$ cat src/rtl/rrp_pkg.sv
// Package for the relocation patcher: transaction structs, relocation kind codes
// and instruction constants. It has no dependencies.
package rrp_pkg;

  localparam int WordW = 64;
  localparam int OffW  = 3;

  localparam logic [3:0] KIND_ABS64      = 4'd0;
  localparam logic [3:0] KIND_LO12_I     = 4'd1;
  localparam logic [3:0] KIND_LO12_S     = 4'd2;
  localparam logic [3:0] KIND_HI20       = 4'd3;
  localparam logic [3:0] KIND_RELAX      = 4'd4;
  localparam logic [3:0] KIND_CALL       = 4'd5;
  localparam logic [3:0] KIND_RVC_JUMP   = 4'd6;
  localparam logic [3:0] KIND_RVC_BRANCH = 4'd7;
  localparam logic [3:0] KIND_BRANCH     = 4'd8;
  localparam logic [3:0] KIND_JAL        = 4'd9;

  localparam logic [OffW-1:0] OFF_PLACE = 3'd0;
  localparam logic [OffW-1:0] OFF_NEXT  = 3'd4;

  localparam logic [11:0] HI_ROUND     = 12'h800;
  localparam logic [6:0]  OPCODE_AUIPC = 7'h17;

  typedef struct packed {
    logic [3:0]              func;
    logic [WordW-1:0]        symbol_value;
    logic signed [WordW-1:0] addend;
    logic [WordW-1:0]        place_address;
    logic [WordW-1:0]        place_word;
    logic [WordW-1:0]        next_word;
  } in_t;

  typedef struct packed {
    logic [WordW-1:0] patched_word;
    logic [OffW-1:0]  byte_offset;
    logic             write_enable;
    logic             error;
    logic             last;
  } out_t;

  typedef struct packed {
    logic        keep_en;
    logic [11:0] keep_val;
  } keep_t;

endpackage

$ cat src/rtl/rrp_patch_calc.sv
// Combinational patch computation for one relocation entry and one result slot.
// Depends on rrp_pkg.
module rrp_patch_calc (
  input  rrp_pkg::in_t   item,
  input  logic [11:0]    kept_low12,
  input  logic           second,
  output rrp_pkg::out_t  res,
  output rrp_pkg::keep_t keep
);
  import rrp_pkg::*;

  logic [WordW-1:0] target;
  logic [WordW-1:0] d;
  logic [31:0]      hi_sum;
  logic [19:0]      hi;

  assign target = item.symbol_value + $unsigned(item.addend);
  assign d      = target - item.place_address;
  assign hi_sum = d[31:0] + {20'd0, HI_ROUND};
  assign hi     = hi_sum[31:12];

  always_comb begin
    res.patched_word = item.place_word;
    res.byte_offset  = OFF_PLACE;
    res.write_enable = 1'b1;
    res.error        = 1'b0;
    res.last         = 1'b1;
    keep.keep_en     = 1'b0;
    keep.keep_val    = d[11:0];
    case (item.func)
      KIND_ABS64: begin
        res.patched_word = target;
      end
      KIND_LO12_I: begin
        res.patched_word[31:20] = kept_low12;
      end
      KIND_LO12_S: begin
        res.patched_word[11:7]  = kept_low12[4:0];
        res.patched_word[31:25] = kept_low12[11:5];
      end
      KIND_HI20: begin
        res.patched_word[31:12] = hi;
        res.patched_word[6:0]   = OPCODE_AUIPC;
        keep.keep_en            = 1'b1;
      end
      KIND_RELAX: begin
        res.write_enable = 1'b0;
      end
      KIND_CALL: begin
        if (!second) begin
          res.patched_word[31:12] = hi;
          res.last                = 1'b0;
          keep.keep_en            = 1'b1;
        end else begin
          res.patched_word        = item.next_word;
          res.patched_word[31:20] = d[11:0];
          res.byte_offset         = OFF_NEXT;
        end
      end
      KIND_RVC_JUMP: begin
        res.patched_word[12:2] = {d[11], d[4], d[9:8], d[10], d[6], d[7], d[3:1], d[5]};
      end
      KIND_RVC_BRANCH: begin
        res.patched_word[12]    = d[8];
        res.patched_word[11:10] = d[4:3];
        res.patched_word[6:5]   = d[7:6];
        res.patched_word[4:3]   = d[2:1];
        res.patched_word[2]     = d[5];
      end
      KIND_BRANCH: begin
        res.patched_word[31:25] = {d[12], d[10:5]};
        res.patched_word[11:7]  = {d[4:1], d[11]};
      end
      KIND_JAL: begin
        res.patched_word[31:12] = {d[20], d[10:1], d[11], d[19:12]};
      end
      default: begin
        res.write_enable = 1'b0;
        res.error        = 1'b1;
      end
    endcase
  end

endmodule

$ cat src/rtl/riscv_relocation_patcher_unit.sv
// Top level of the RISC-V relocation patcher: input stage, patch logic, result register.
// Depends on rrp_pkg and rrp_patch_calc.
//
// Usage: present one relocation entry per transaction on in_data with in_valid; it
// is taken at a clock edge where in_stall is low. Results leave on out_data with
// out_valid and are taken where out_stall is low. Each entry gives one result;
// a call entry gives two (place word, then the word at place+4), with last set
// on the final one.
// The entry is registered in the input stage and its result in the result register.
// Throughput: one entry per cycle while out_stall is low; a call entry holds the input
// stage until both of its results have passed through the single result register.
// A stalled receiver holds the result register; the input stage keeps its entry
// and raises in_stall, so at most two entries are in flight.
// Reset (rst_n low, synchronous) empties both stages and clears the kept low
// twelve offset bits used by lo12 entries.
module riscv_relocation_patcher_unit (
  input  logic          clk,
  input  logic          rst_n,
  input  logic          in_valid,
  output logic          in_stall,
  input  rrp_pkg::in_t  in_data,
  output logic          out_valid,
  input  logic          out_stall,
  output rrp_pkg::out_t out_data
);
  import rrp_pkg::*;

  logic        s1_valid_r, s1_valid_nxt;
  logic        s1_half_r, s1_half_nxt;
  in_t         s1_item_r;
  logic        out_valid_r, out_valid_nxt;
  out_t        out_r;
  logic [11:0] kept_low12_r;

  out_t        calc_res;
  keep_t       calc_keep;
  logic        out_free;
  logic        s1_emit;
  logic        s1_done;
  logic        in_fire;

  rrp_patch_calc u_calc (
    .item       (s1_item_r),
    .kept_low12 (kept_low12_r),
    .second     (s1_half_r),
    .res        (calc_res),
    .keep       (calc_keep)
  );

  assign out_free = !out_valid_r || !out_stall;
  assign s1_emit  = s1_valid_r && out_free;
  assign s1_done  = s1_emit && calc_res.last;
  assign in_stall = s1_valid_r && !s1_done;
  assign in_fire  = in_valid && !in_stall;

  always_comb begin
    s1_valid_nxt  = s1_valid_r;
    s1_half_nxt   = s1_half_r;
    out_valid_nxt = out_valid_r;
    if (s1_done) begin
      s1_valid_nxt = 1'b0;
      s1_half_nxt  = 1'b0;
    end else if (s1_emit) begin
      s1_half_nxt = 1'b1;
    end
    if (in_fire) begin
      s1_valid_nxt = 1'b1;
    end
    if (s1_emit) begin
      out_valid_nxt = 1'b1;
    end else if (out_valid_r && !out_stall) begin
      out_valid_nxt = 1'b0;
    end
  end

  always_ff @(posedge clk) begin
    if (!rst_n) begin
      s1_valid_r   <= 1'b0;
      s1_half_r    <= 1'b0;
      out_valid_r  <= 1'b0;
      kept_low12_r <= '0;
    end else begin
      s1_valid_r  <= s1_valid_nxt;
      s1_half_r   <= s1_half_nxt;
      out_valid_r <= out_valid_nxt;
      if (s1_emit && calc_keep.keep_en) begin
        kept_low12_r <= calc_keep.keep_val;
      end
    end
  end

  always_ff @(posedge clk) begin
    if (in_fire) begin
      s1_item_r <= in_data;
    end
    if (s1_emit) begin
      out_r <= calc_res;
    end
  end

  assign out_valid = out_valid_r;
  assign out_data  = out_r;

  a_half_is_call: assert property (@(posedge clk) disable iff (!rst_n)
    s1_half_r |-> (s1_valid_r && s1_item_r.func == KIND_CALL))
    else $error("second call result pending without a call entry");

  a_call_second: assert property (@(posedge clk) disable iff (!rst_n)
    (s1_emit && !s1_half_r && s1_item_r.func == KIND_CALL) |=> s1_half_r)
    else $error("call entry did not advance to its second result");

  a_next_is_last: assert property (@(posedge clk) disable iff (!rst_n)
    (out_valid_r && out_r.byte_offset == OFF_NEXT) |-> out_r.last)
    else $error("result at place+4 not marked last");

  a_err_no_write: assert property (@(posedge clk) disable iff (!rst_n)
    (out_valid_r && out_r.error) |-> (!out_r.write_enable && out_r.last))
    else $error("error result requests a write");

endmodule
$ cat config.mk
export PLATFORM = sky130hd
export DESIGN_NAME = riscv_relocation_patcher_unit
export DESIGN_NICKNAME = d
export VERILOG_FILES = /design/src/rtl/rrp_pkg.sv /design/src/rtl/rrp_patch_calc.sv /design/src/rtl/riscv_relocation_patcher_unit.sv
export SDC_FILE = /design/constraint.sdc
export NUM_CORES = 1
export LEC_CHECK = 0
export CORE_MARGIN = 2
export CORE_UTILIZATION = 47
export DETAILED_ROUTE_END_ITERATION = 8
export DONT_BUFFER_PORTS = 1
export PLACE_DENSITY = 0.62
export REMOVE_ABC_BUFFERS = 1
export SYNTH_ARGS = -nofsm -noshare
export SYNTH_HDL_FRONTEND = slang
export SYNTH_SLANG_ARGS = --single-unit
$ cat constraint.sdc
create_clock -name clk -period 19.25 [get_ports clk]
set_input_delay 0.9625 -clock clk [delete_from_list [all_inputs] [get_ports clk]]
set_output_delay 0.9625 -clock clk [all_outputs]
set_load 0.005 [all_outputs]
# Word-level counts from Yosys, hierarchy flattened
# Index checks and enable logic that the tools add are counted.
[word_totals]
reg_bits = 377
inputBits = 328
wordCells = 69
[op_classes]
n_reduce_logical = 19
add_sub_neg = 3
muxes = 22
bitwise = 1
n_eq_ne = 9
[op_table]
columns = ["operator", "count"]
rows = [
  ["64-bit adder", 1],
  ["32-bit case mux with 2 select lines", 1],
  ["5-bit case mux with 5 select lines", 2],
  ["7-bit case mux with 6 select lines", 1],
  ["32-bit by 12-bit adder with 32-bit output, second input constant", 1],
  ["32-bit 2-to-1 mux", 1],
  ["32-bit subtractor", 1],
  ["7-bit case mux with 4 select lines", 1],
  ["20-bit 2-to-1 mux", 1],
  ["4-bit by 3-bit == test with 1-bit output, second input constant", 4],
  ["15-bit 2-to-1 mux", 1],
  ["3-bit case mux with 5 select lines", 1],
  ["2-bit case mux with 5 select lines", 1],
  ["10-bit OR reduction", 1],
  ["1-bit 2-to-1 mux", 9],
  ["9-bit OR reduction", 1],
  ["4-bit by 2-bit == test with 1-bit output, second input constant", 2],
  ["4-bit == test, second input constant", 2],
  ["1-bit logical AND", 6],
  ["1-bit case mux with 6 select lines", 1],
  ["2-bit case mux with 3 select lines", 1],
  ["2-bit OR reduction", 3],
  ["4-bit by 1-bit == test with 1-bit output, second input constant", 1],
  ["1-bit logical NOT", 4],
  ["5 further kinds", 6],
]

# Depth between registers and ports, before layout
# Gate-level depths: netlist (run 1).
[depth]
depth_word = 9
ltp_mapped = 22
ltp_nobuf = 20

# Cells and area by module
# Synthesis (run 1) repeated with hierarchy kept, for this count alone.
[unflattened]
cells_unflattened = 1662
area_unflattened_um2 = 20214.4
[by_module_without_submodules]
columns = ["mod", "area_each_um2", "seq_area_each_um2", "cells_each", "instances"]
rows = [
  ["riscv_relocation_patcher_unit", 12462.0, 12131.6, 461, 1],
  ["rrp_patch_calc", 7752.4, 0.0, 1201, 1],
]

# Least setup slack after synthesis (run 1)
# OpenSTA, ideal clock, no wires.
[synth_timing]
path_kind = "input port to flip-flop"
from = "input out_stall"
to = "register s1_item_r[0] (netlist name), enable pin"
arrival_ps = 15254
cell_stages = 5
path_buffers = 0
slack_ps = 3043
setup_ps = 953
path_cell_list = "nand2_1 -> nand2_1 -> inv_1 -> a21boi_0 -> nor2b_1"
[synth_between]
elab_chain_len = 8
[synth_rtl]
columns = ["item", "line", "source"]
rows = [
  ["start: declaration", "riscv_relocation_patcher_unit.sv:23", "input logic out_stall,"],
  ["1-bit logical NOT", "riscv_relocation_patcher_unit.sv:50", "assign out_free = !out_valid_r || !out_stall;"],
  ["1-bit logical OR", "riscv_relocation_patcher_unit.sv:50", ""],
  ["1-bit logical AND", "riscv_relocation_patcher_unit.sv:51", "assign s1_emit = s1_valid_r && out_free;"],
  ["1-bit logical AND", "riscv_relocation_patcher_unit.sv:52", "assign s1_done = s1_emit && calc_res.last;"],
  ["1-bit logical NOT", "riscv_relocation_patcher_unit.sv:53", "assign in_stall = s1_valid_r && !s1_done;"],
  ["1-bit logical AND", "riscv_relocation_patcher_unit.sv:53", ""],
  ["named net in_stall", "riscv_relocation_patcher_unit.sv:20", "output logic in_stall,"],
  ["1-bit logical NOT", "riscv_relocation_patcher_unit.sv:54", "assign in_fire = in_valid && !in_stall;"],
  ["1-bit logical AND", "riscv_relocation_patcher_unit.sv:54", ""],
  ["named net in_fire", "riscv_relocation_patcher_unit.sv:40", "logic in_fire;"],
  ["end signal: assignment", "riscv_relocation_patcher_unit.sv:94", "s1_item_r <= in_data;"],
  ["end: declaration", "riscv_relocation_patcher_unit.sv:30", "in_t s1_item_r;"],
]
# The timed path passes the listed nets, and every way through them passes these cells.
# A chain may end at the register's enable or synchronous reset.

==> reports/metrics.yaml, run 1 <==
outcome:
  outcome: "completed"
critical_path:
  crit_path_end_kind: "flip-flop"
  worstPathArrival_ns: 6.52
  r2r_cells: 20
  cp.required_ns: 19.66
  worstPathMaxFanout: 5
  worst_setup_path_start_kind: "flip-flop"
  worstSetupPathType: "flip-flop to flip-flop"
clock_tree:
  cts_max_level: 2
  clk_pin_slew_ns: 0.06
  clock-sinks: 363
  cts_tree: "done"
  root_buffer: "clkbuf_16"
  cts-buffers-inserted: 40
  clkLatencyLatePin_ns: 0.56
  holdBufCountCts: 0
  clk_path_buf_depth: 3
  postCtsSetupRepairBufs: 0
  cts_resized: 0
finish:
  multi_input_area_sq_um: 7670
  nNetsFinal: 2021
  area_growth_pct: 9.44
  drive_above_1_share: 0.0633
  seqCellArea_sq_um: 10800
  final_util: 0.521
  n_fill_cell: 3451
worst_hold_path:
  worstHoldPathType: "flip-flop to flip-flop"
  whs_path_depth: 2
timing:
  fmax_mhz: 164
  slew_headroom: 0.254
  final.period_utilization: 0.317
  setup_tns_ns: 0
  slew_violations: 0
  setup_viol: 0
  hold_viol: 0
  finClkSkew_ns: 0.0174
  worst_slew_pin_slew_ns: 1.12
  period_minus_slack_ns: 6.11
  rsz0062_at_grt: "no"
routing:
  via_count: 13200
  wl_per_cell_um: 23.4
  firstDrtPassIters: 5
  drc: 0
  drt-initial-drc-count: 1023
  viasPerCell: 6.12
  ant_nets: 0
  wirelength_um: 50600
run:
  drv_cap: 0
pwr:
  irDropWorstVdd_uv: 87.9
  p_per_area_nw_per_um2: 111
  p_leak_nw: 7.55
synthesis:
  yosys_warnings: 0
  synth_area_sq_um: 18900
  async_flop_share: 0
  synth_seq_area_share: 0.570
  synth_edf_count: 348
  ys_types: 91
  ys_seq_elements: 363
  syn_avg_cell_area_sq_um: 11.7
  netlist_instances: 1609
  synth-main-ff-cell: "edfxtp_1"
floorplan:
  start_util: 0.476
  core_sq_um: 39600
  io_pins: 400
  fp.dieW_um: 204
  rows: 73
  die_h_um: 204
  dieArea_sq_um: 41800
grt:
  grt_start_max_net_pins: 79
  gr-total-overflow: 0
  grt_pass1_vias: 12500
  grt_pass1_wl_um: 74400
  grt_antenna_before_repair: 18
  grt.total_usage: 0.236
place:
  place.gp.congestion: 0.851
  port_buffers: 0
  hpwl_um: 37300
[power by group]
part | switching [W] | internal, W | total (W) | leakage, nW
clock | 0.000310 | 0.000433 | 0.000743 | 0.615
combinational | 0.000386 | 0.000205 | 0.000590 | 3.49
sequential | 0.0000224 | 0.000933 | 0.000955 | 3.45
total | 0.000718 | 0.00157 | 0.00229 | 7.55
[Yosys cell counts (all sizes together), types with 6 or more instances]
master	number	share of area
a211oi	15	0.0060
a21boi	11	0.0044
a21o	46	0.019
a21oi	126	0.034
a221o	21	0.011
a221oi	17	0.0079
a22oi	28	0.011
a31o	8	0.0037
a31oi	18	0.0068
and2	13	0.0043
and3	18	0.0060
buf	12	0.0032
clkbuf	52	0.010
dfxtp	15	0.016
edfxtp	348	0.55
ha	95	0.063
inv	58	0.012
mux2i	6	0.0032
nand2	141	0.028
nand2b	16	0.0053
nand3	25	0.0066
nand4	30	0.011
nor2	98	0.020
nor2b	18	0.0060
nor3	27	0.0077
nor4	16	0.0072
o2111ai	8	0.0037
o211ai	15	0.0060
o21a	15	0.0064
o21ai	89	0.024
o21bai	14	0.0062
o22ai	8	0.0027
o31ai	8	0.0032
or2	9	0.0030
or3	8	0.0027
xnor2	53	0.025
xor2	37	0.017
[through the flow]
stage,instance area (sq um),hold WS (ns),worst slack (ns),total power [W],std cells
global route,20600,0.470,12.82,0.00240,2157
global placement,19400,0.450,13.28,0.00154,2079
detailed placement,19400,0.462,13.22,0.00155,2079
finish,20700,0.471,13.14,0.00229,2162
CTS,20600,0.463,13.20,0.00230,2152
floorplan,18600,0.443,3.04,0.00141,1546
[layer usage]
layer,vias up,part of all wire,global-route usage,wire (um)
met5,-,0.0023,0,115
met4,18,0.023,0.0730,1180
met3,104,0.084,0.0587,4250
met2,536,0.44,0.353,22300
met1,6380,0.45,0.338,22700
li1,6195,-,-,-
[layout by cell type (no fill, tap or decap), types with 12 or more instances in the layout]
master     netlist  layout
a22oi_1         28      28
o21ai_1         21      21
nand2_1        140     140
nand3_1         25      25
nor3_1          25      25
a211oi_1        15      15
nand2b_1        16      16
a31oi_1         17      17
clkbuf_16        0      41
and3_1          18      18
a21oi_1        123     123
o21bai_1        13      13
nand4_1         28      28
dfxtp_1         15      15
nor2_1          97      96
xor2_1          37      37
a221o_1         20      20
edfxtp_1       348     348
inv_1           58      57
ha_1            95      95
o21a_1          13      13
a21o_1          45      45
o21ai_0         68      68
nor4_1          13      12
and2_1          12      12
xnor2_1         53      53
a221oi_1        17      17
nor2b_1         18      17
o211ai_1        15      15
[worst max-delay path, cell delays in order (launching register included)]
cell and delay, ns:
edfxtp_1 0.37, ha_1 0.29, fa_1 0.44, a21o_1 0.21, a221o_2 0.41, o2111ai_1 0.33
and2_1 0.23, o21a_1 0.17, o21ai_0 0.11, xnor2_1 0.57, ha_1 0.41, inv_1 0.12
o21bai_1 0.08, a21o_1 0.21, mux2_1 0.32, a311oi_1 0.27, o211ai_1 0.28, nor4_2 0.50
nand4_1 0.19, mux2_1 0.35, nor2_1 0.12
[cell families (layout without fill, tap and decap cells)]
group	Yosys count	in the layout	share of synthesized area
xor gates and xnor gates	91	91	0.0430
buffers and inverters	123	140	0.0253
AOI/OAI and AO/OA	491	491	0.178
muxes	10	10	0.00557
other	1	12	0.000199
and+or+nand+nor	433	433	0.113
adders and majority gates	97	97	0.0651
DFF	363	363	0.570
[flip-flops by register name (all words and copies together), names as in the netlist]
| name | count |
|---|---|
| out_valid | 1 |
| kept_low12_r | 12 |
| s1_valid_r | 1 |
| s1_half_r | 1 |
| s1_item_r | 280 |
| out_data | 68 |
[final timing paths]
path	endpoint	startpoint	slack, ns
min reg2reg	kept_low12_r[5]$_SDFFE_PN0P_	kept_low12_r[5]$_SDFFE_PN0P_	0.47
max reg2reg	out_data[37]$_DFFE_PP_	s1_item_r[192]$_DFFE_PP_	13.14
min	kept_low12_r[5]$_SDFFE_PN0P_	kept_low12_r[5]$_SDFFE_PN0P_	0.47
max	out_data[37]$_DFFE_PP_	s1_item_r[192]$_DFFE_PP_	13.14
[final cells by class]
class	instances	area share
diodes	10	0.00121
clock buffers	50	0.0513
clock inverters	23	0.0101
multi-input cells	1124	0.371
flip-flops and latches	363	0.521
well taps	525	0.0318
repair buffers	8	0.00291
inverters	59	0.0108
Note: power is estimated with default switching activity, not from simulation.
==> inputs of run 2 (changes only) <==
--- a/config.mk
+++ b/config.mk
@@ -5,6 +5,7 @@
 export SDC_FILE = /design/constraint.sdc
 export NUM_CORES = 1
 export LEC_CHECK = 0
+export ABC_AREA = 1
 export CORE_MARGIN = 2
 export CORE_UTILIZATION = 47
 export DETAILED_ROUTE_END_ITERATION = 8
==> constraint.sdc (replaced) <==
create_clock -name clk -period 5.75 [get_ports clk]
set_input_delay 0.2875 -clock clk [delete_from_list [all_inputs] [get_ports clk]]
set_output_delay 0.2875 -clock clk [all_outputs]
set_load 0.005 [all_outputs]
==> reports/metrics.yaml, run 2 <==
timing:
  setup_viol: 0  # unchanged
  finClkSkew_ns: 0.0331  # +0.0156 ns
  final.period_utilization: 0.859  # +0.541
  rsz0062_at_grt: "no"
  fmax_mhz: 202  # +24%
  period_minus_slack_ns: 4.94  # -1.17 ns
  slew_violations: 0  # unchanged
  worst_slew_pin_slew_ns: 1.15  # +0.0319 ns
  hold_viol: 0  # unchanged
  setup_ws_ns: 0.811  # -12.33 ns
  setup_tns_ns: 0  # unchanged
  slew_headroom: 0.232  # -0.0213
finish:
  area_growth_pct: 24.0
  regMostFlops: "s1_item_r"
  drive_above_1_share: 0.0603  # -0.00300
  stdcell_count: 3209  # +48%
  layout_common_cells: "604 x nand2_1, 348 x edfxtp_1, 302 x inv_1"
  nNetsFinal: 3014  # +49%
  final_util: 0.589  # +0.0680
  largest_reg_flops: 280  # unchanged
  final_common_cell: "nand2_1"
  n_fill_cell: 3638  # +5.4%
  fin_area_sq_um: 25300  # +22%
grt:
  gr-total-overflow: 0  # unchanged
  grt_pass1_vias: 17100  # +37%
  grt_pass1_wl_um: 96900  # +30%
  grt_start_max_net_pins: 149  # +89%
  grt_antenna_before_repair: 4  # -14
  grt.total_usage: 0.289  # +0.0528
critical_path:
  r2r_slack_ns: 0.81  # -12.33 ns
  worstSetupPathType: "flip-flop to flip-flop"
  worst_setup_path_start_kind: "flip-flop"
  crit_path_end_kind: "flip-flop"
  worstPathArrival_ns: 5.31  # -1.21 ns
  worstPathMaxFanout: 6  # +1
  cp.required_ns: 6.12  # -13.54 ns
synthesis:
  synthMostInstantiatedCell: "nand2_1"
  synth_common_cells: "605 x nand2_1, 348 x edfxtp_1, 304 x inv_1"
  synth_seq_area_share: 0.528  # -0.0419
  netlist_instances: 2280  # +42%
  ys_seq_elements: 363  # unchanged
  synth_edf_count: 348  # unchanged
  async_flop_share: 0  # unchanged
  synth_area_leaders: "edfxtp_1 51%, nand2_1 11%, ha_1 5.8%, inv_1 5.6%, nand3_1 3.8%"
  ys_types: 59  # -35%
  syn_avg_cell_area_sq_um: 8.93  # -24%
  synthDominantCellAreaShare: 0.513  # -0.0408
  yosys.area.top_type: "edfxtp_1"
  synth_area_sq_um: 20400  # +7.9%
  yosys_warnings: 0  # unchanged
  synth-main-ff-cell: "edfxtp_1"
clock_tree:
  clk_path_buf_depth: 3  # unchanged
  clock-sinks: 363  # unchanged
  cts_max_level: 2  # unchanged
  cts_tree: "done"
  root_buffer: "clkbuf_16"
  cts_resized: 0  # unchanged
  clkLatencyLatePin_ns: 0.59  # +0.03 ns
  cts-buffers-inserted: 40  # unchanged
  clk_pin_slew_ns: 0.07  # about the same
routing:
  wirelength_um: 66300  # +31%
  viasPerCell: 5.47  # -11%
  firstDrtPassIters: 8  # +3
  drc: 0  # unchanged
  via_count: 17600  # +33%
  wl_per_cell_um: 20.7  # -12%
  ant_nets: 0  # unchanged
  drt-initial-drc-count: 1922  # +88%
pwr:
  p_leak_nw: 10.5  # +40%
  p_seq_frac: 0.390  # -0.027
  internal_power_w: 0.00534  # +240%
  p_per_area_nw_per_um2: 325  # +190%
  pwr-share-clk: 0.318  # -0.007
  share_comb_of_total_power: 0.292  # +0.034
  sw_frac_of_total: 0.349  # +0.0356
  irDropWorstVdd_uv: 313  # +260%
  power_switching_w: 0.00287  # +300%
place:
  placed_area_sq_um: 21100  # +9.0%
  dp_cells: 2849  # +37%
  place.gp.congestion: 0.991  # +16%
  dpl_worst_slack_ns: 0.953  # -12.27 ns
  port_buffers: 0  # unchanged
  hpwl_um: 48200  # +29%
run:
  drv_cap: 0  # unchanged
floorplan:
  rows: 76  # +4.1%
  dieArea_sq_um: 45000  # +7.8%
  fp.dieW_um: 212  # +3.8%
  io_pins: 400  # unchanged
  core_sq_um: 42900  # +8.2%
  start_util: 0.475  # -0.00108
  die_h_um: 212  # +3.8%
worst_hold_path:
  worstHoldPathType: "primary input to flip-flop"
outcome:
  outcome: "completed"
## run 2: cell count changes in the layout (fill, tap and decap cells not counted), moves of 18 or more
cell and delta:
a21o_1 -32, a21oi_1 +18, a221o_1 -18, a22oi_1 -20
dlygate4sd3_1 +283, inv_1 +245, nand2_1 +464, nand2_2 +26
nand3_1 +131, nor2_1 +109, xnor2_1 -50
## run 2: area by class of cell
| type | count | area [sq um] | share of cell area |
|---|---|---|---|
| Clock inverter | 23 | 259 | 0.0103 |
| Inverter | 317 | 1190 | 0.0472 |
| Sequential cell | 363 | 10800 | 0.426 |
| Antenna cell | 4 | 10.0 | 0.000396 |
| Multi-Input combinational cell | 1577 | 8350 | 0.330 |
| Clock buffer | 50 | 1060 | 0.0420 |
| Timing Repair Buffer | 290 | 2910 | 0.115 |
| Tap cell | 585 | 732 | 0.0290 |
## run 2: power by group through the flow
stage	Clock, W	Combinational [W]	Sequential (W)
6_report	0.00261	0.00240	0.00320
5_1_grt	0.00274	0.00262	0.00321
4_1_cts	0.00263	0.00233	0.00319
3_5_place_dp	0	0.00215	0.00325
3_3_place_gp	0	0.00214	0.00325
2_1_floorplan	0	0.00152	0.00327
## run 2: worst paths after layout
path,to,from,cells after the start
setup / recovery,out_data[33]$_DFFE_PP_,s1_item_r[194]$_DFFE_PP_,25
setup reg to reg,out_data[33]$_DFFE_PP_,s1_item_r[194]$_DFFE_PP_,25
hold / removal,s1_item_r[6]$_DFFE_PP_,in_valid,2
hold reg to reg,out_valid$_SDFFE_PN0P_,s1_valid_r$_SDFFE_PN0P_,2
## run 2: logic make-up (layout without fill, tap and decap cells)
kind of cell | after synthesis | count (layout) | share of synthesized area
adder cells (fa/ha/maj) | 97 | 97 | 0.0603
XOR/XNOR | 43 | 43 | 0.0185
AND/OR/NAND/NOR | 1099 | 1099 | 0.233
buffers and inverters | 341 | 680 | 0.0636
AO/OA/AOI/OAI | 336 | 336 | 0.0965
flip-flops | 363 | 363 | 0.528
other | 1 | 6 | 0.000184
## run 2: repair_timing
item                                   in CTS  in global routing
buffers inserted                            0                  0
endpoints found under the hold margin     290                  0
hold buffers                              283                  0
setup endpoints to repair                   0                  0
## run 2: critical path, stage by stage, from the launching register on
cell and delay [ns]:
edfxtp_1 0.37, ha_1 0.36, a21oi_1 0.14, nand2_1 0.11, a21oi_1 0.23, o21ai_1 0.15, nand2_1 0.08, nand2_1 0.11
a31o_2 0.28, xor2_1 0.46, ha_1 0.44, nand2_2 0.18, inv_1 0.05, nand2_1 0.06, nand3_1 0.13, a21oi_1 0.26
nand3_1 0.14, nand2_1 0.07, nand2_1 0.17, nor2_1 0.15, nand2_1 0.10, nor2_4 0.15, nand2_1 0.09, nand2_1 0.06
nand3_1 0.07, a21oi_1 0.30
## run 2: per-layer routing
metal,share of wire,global-route usage,vias to the layer above
met5,0,0,-
met4,0.042,0.126,0
met3,0.079,0.0490,151
met2,0.45,0.459,851
met1,0.42,0.390,8228
li1,-,-,8335
## run 2: per-stage QoR
stage / hold WS (ns) / power (W)
CTS: 0.0174 / 0.00815
detailed placement: 0.386 / 0.00540
finish: 0.0326 / 0.00821
global route: 0.0339 / 0.00857
global placement: 0.386 / 0.00538
floorplan: 0.386 / 0.00479
==> inputs of run 3 (changes only) <==
--- a/config.mk
+++ b/config.mk
@@ -11,7 +11,6 @@
 export DETAILED_ROUTE_END_ITERATION = 8
 export DONT_BUFFER_PORTS = 1
 export PLACE_DENSITY = 0.62
-export REMOVE_ABC_BUFFERS = 1
 export SYNTH_ARGS = -nofsm -noshare
 export SYNTH_HDL_FRONTEND = slang
 export SYNTH_SLANG_ARGS = --single-unit
==> reports/metrics.yaml, run 3 (synthesis gave the netlist of run 2 again) <==
pwr:
  sw_frac_of_total: 0.349  # about the same
  irDropWorstVdd_uv: 278  # -11%
  power_switching_w: 0.00284  # -1.0%
  internal_power_w: 0.00529  # -1.0%
  p_per_area_nw_per_um2: 322  # -0.79%
  p_leak_nw: 10.5  # -0.10%
  pwr-share-clk: 0.306  # -0.012
  fin_total_pwr_w: 0.00812  # -1.0%
  share_comb_of_total_power: 0.301  # +0.009
  p_seq_frac: 0.394  # +0.004
timing:
  hold_slack_ns: 0.0234  # -0.00915 ns
  slew_headroom: 0.238  # +0.00550
  rsz0062_at_grt: "no"
  hold_viol: 0  # unchanged
  fmax_mhz: 200  # -1.2%
  period_minus_slack_ns: 5.00  # +0.0605 ns
  final.period_utilization: 0.869  # +0.0105
  worst_slew_pin_slew_ns: 1.14  # -0.00825 ns
  setup_ws_ns: 0.751  # -0.0605 ns
  setup_viol: 0  # unchanged
  slew_violations: 0  # unchanged
  finClkSkew_ns: 0.0260  # -0.00708 ns
routing:
  ant_nets: 0  # unchanged
  drt-initial-drc-count: 1556  # -19%
  wl_per_cell_um: 21.2  # +2.8%
  drc: 0  # unchanged
  via_count: 17400  # -0.97%
  wirelength_um: 68100  # +2.7%
  viasPerCell: 5.43  # -0.88%
  firstDrtPassIters: 5  # -3
place:
  placed_area_sq_um: 21100  # +0.24%
  port_buffers: 0  # unchanged
  hpwl_um: 50200  # +4.1%
  dpl_worst_slack_ns: 0.968  # +0.0147 ns
  place.gp.congestion: 0.985  # -0.51%
floorplan:
  rows: 76  # unchanged
  core_sq_um: 42900  # unchanged
  die_h_um: 212  # unchanged
  io_pins: 400  # unchanged
  dieArea_sq_um: 45000  # unchanged
  start_util: 0.475  # unchanged
  fp.dieW_um: 212  # unchanged
finish:
  nNetsFinal: 3019  # +0.17%
  n_fill_cell: 3701  # +1.7%
  regMostFlops: "s1_item_r"
  largest_reg_flops: 280  # unchanged
  layout_common_cells: "604 x nand2_1, 348 x edfxtp_1, 302 x inv_1"
  fin_area_sq_um: 25200  # -0.22%
  final_common_cell: "nand2_1"
  drive_above_1_share: 0.0596  # -0.000718
  area_growth_pct: 23.7
worst_hold_path:
  hold_path.startpoint: "rst_n"
  min_to: "s1_valid_r$_SDFFE_PN0P_"
  worstHoldPathType: "primary input to flip-flop"
  whs_path_depth: 2  # unchanged
clock_tree:
  cts-buffers-inserted: 39  # -2.5%
  root_buffer: "clkbuf_16"
  cts_resized: 0  # unchanged
  clock-sinks: 363  # unchanged
  clk_path_buf_depth: 3  # unchanged
  clkLatencyLatePin_ns: 0.58  # about the same
  cts_tree: "done"
  clk_pin_slew_ns: 0.06  # about the same
  cts_max_level: 2  # unchanged
  postCtsSetupRepairBufs: 0  # unchanged
critical_path:
  worstPathMaxFanout: 6  # unchanged
  r2r_slack_ns: 0.75  # -0.06 ns
  worst_setup_path_start_kind: "flip-flop"
  r2r_start: "s1_item_r[194]$_DFFE_PP_"
  worstPathArrival_ns: 5.31  # about the same
  worstSetupPathType: "flip-flop to flip-flop"
  r2r-end: "out_data[36]$_DFFE_PP_"
  r2r_cells: 26  # +4.0%
  cp.required_ns: 6.06  # -0.06 ns
  crit_path_end_kind: "flip-flop"
outcome:
  outcome: "completed"
grt:
  grt_pass1_wl_um: 100000  # +3.2%
  grt.total_usage: 0.300  # +0.0112
  grt_antenna_before_repair: 4  # unchanged
  grt_start_max_net_pins: 134  # -10%
  grt_pass1_vias: 17400  # +1.6%
  gr-total-overflow: 0  # unchanged
run:
  drv_cap: 0  # unchanged
-- run 3: cell type report --
class,instances,area [sq um],share of cell area
inverter,317,1190,0.0474
antenna,3,7.51,0.000298
sequential,363,10800,0.427
clock inverter,21,199,0.00789
multi-input combinational,1577,8350,0.331
clock buffer,44,1020,0.0403
tap,585,732,0.0290
timing repair buffer,296,2960,0.117
-- run 3: worst max path at each step --
stage | slack [ns] | from | cells after the start | endpoint
after global routing | 0.39 | s1_item_r[194]$_DFFE_PP_ | 26 | out_data[36]$_DFFE_PP_
after detailed placement | 0.97 | s1_item_r[194]$_DFFE_PP_ | 26 | out_data[36]$_DFFE_PP_
after CTS | 0.94 | s1_item_r[194]$_DFFE_PP_ | 26 | out_data[36]$_DFFE_PP_
after floorplan | -0.28 | out_valid$_SDFFE_PN0P_ | 7 | s1_item_r[0]$_DFFE_PP_
final | 0.75 | s1_item_r[194]$_DFFE_PP_ | 26 | out_data[36]$_DFFE_PP_
after global placement | 1.02 | s1_item_r[192]$_DFFE_PP_ | 31 | out_data[37]$_DFFE_PP_
-- run 3: power by group through the flow --
stage               Sequential (W)  Combinational, W  Clock, W
CTS                        0.00319           0.00240   0.00250
floorplan                  0.00323           0.00153         0
global route               0.00321           0.00266   0.00261
finish                     0.00320           0.00244   0.00248
global placement           0.00325           0.00221         0
detailed placement         0.00325           0.00222         0
-- run 3: repair_timing --
item / in CTS / in global routing
setup endpoints to repair: 0 / 0
hold endpoints to repair: 290 / 0
hold buffers: 283 / 0
-- run 3: metrics by stage --
stage	std cells	utilization	TNS (ns)
6_report	3206	0.588	0
5_1_grt	3205	0.588	0
4_1_cts	3203	0.587	0
3_5_place_dp	2855	0.493	0
3_3_place_gp	2855	0.493	0
2_1_floorplan	2281	-	-78.74
-- run 3: critical path: stages (launching register included) --
cell and delay [ns]:
edfxtp_1 0.38, ha_1 0.36, a21oi_1 0.15, nand2_1 0.12
a21oi_1 0.29, o21ai_1 0.20, nand2_1 0.10, nand2_1 0.11
a31o_2 0.27, xor2_1 0.48, ha_1 0.43, nand2_2 0.17
inv_1 0.05, nand2_1 0.06, nand3_1 0.11, a21oi_1 0.27
nand3_1 0.15, nand2_1 0.09, nand2_1 0.19, nor2_2 0.22
nand2_1 0.09, nor2_1 0.14, nand2_1 0.06, nand2_1 0.05
nand2_1 0.05, nand2_1 0.05, a21oi_1 0.08
-- run 3: layer usage --
metal | up-vias | track usage | part of all wire
met4 | 2 | 0.166 | 0.059
met5 | - | 0 | 0.00019
met1 | 8114 | 0.345 | 0.38
li1 | 8345 | - | -
met3 | 178 | 0.0529 | 0.069
met2 | 755 | 0.529 | 0.50
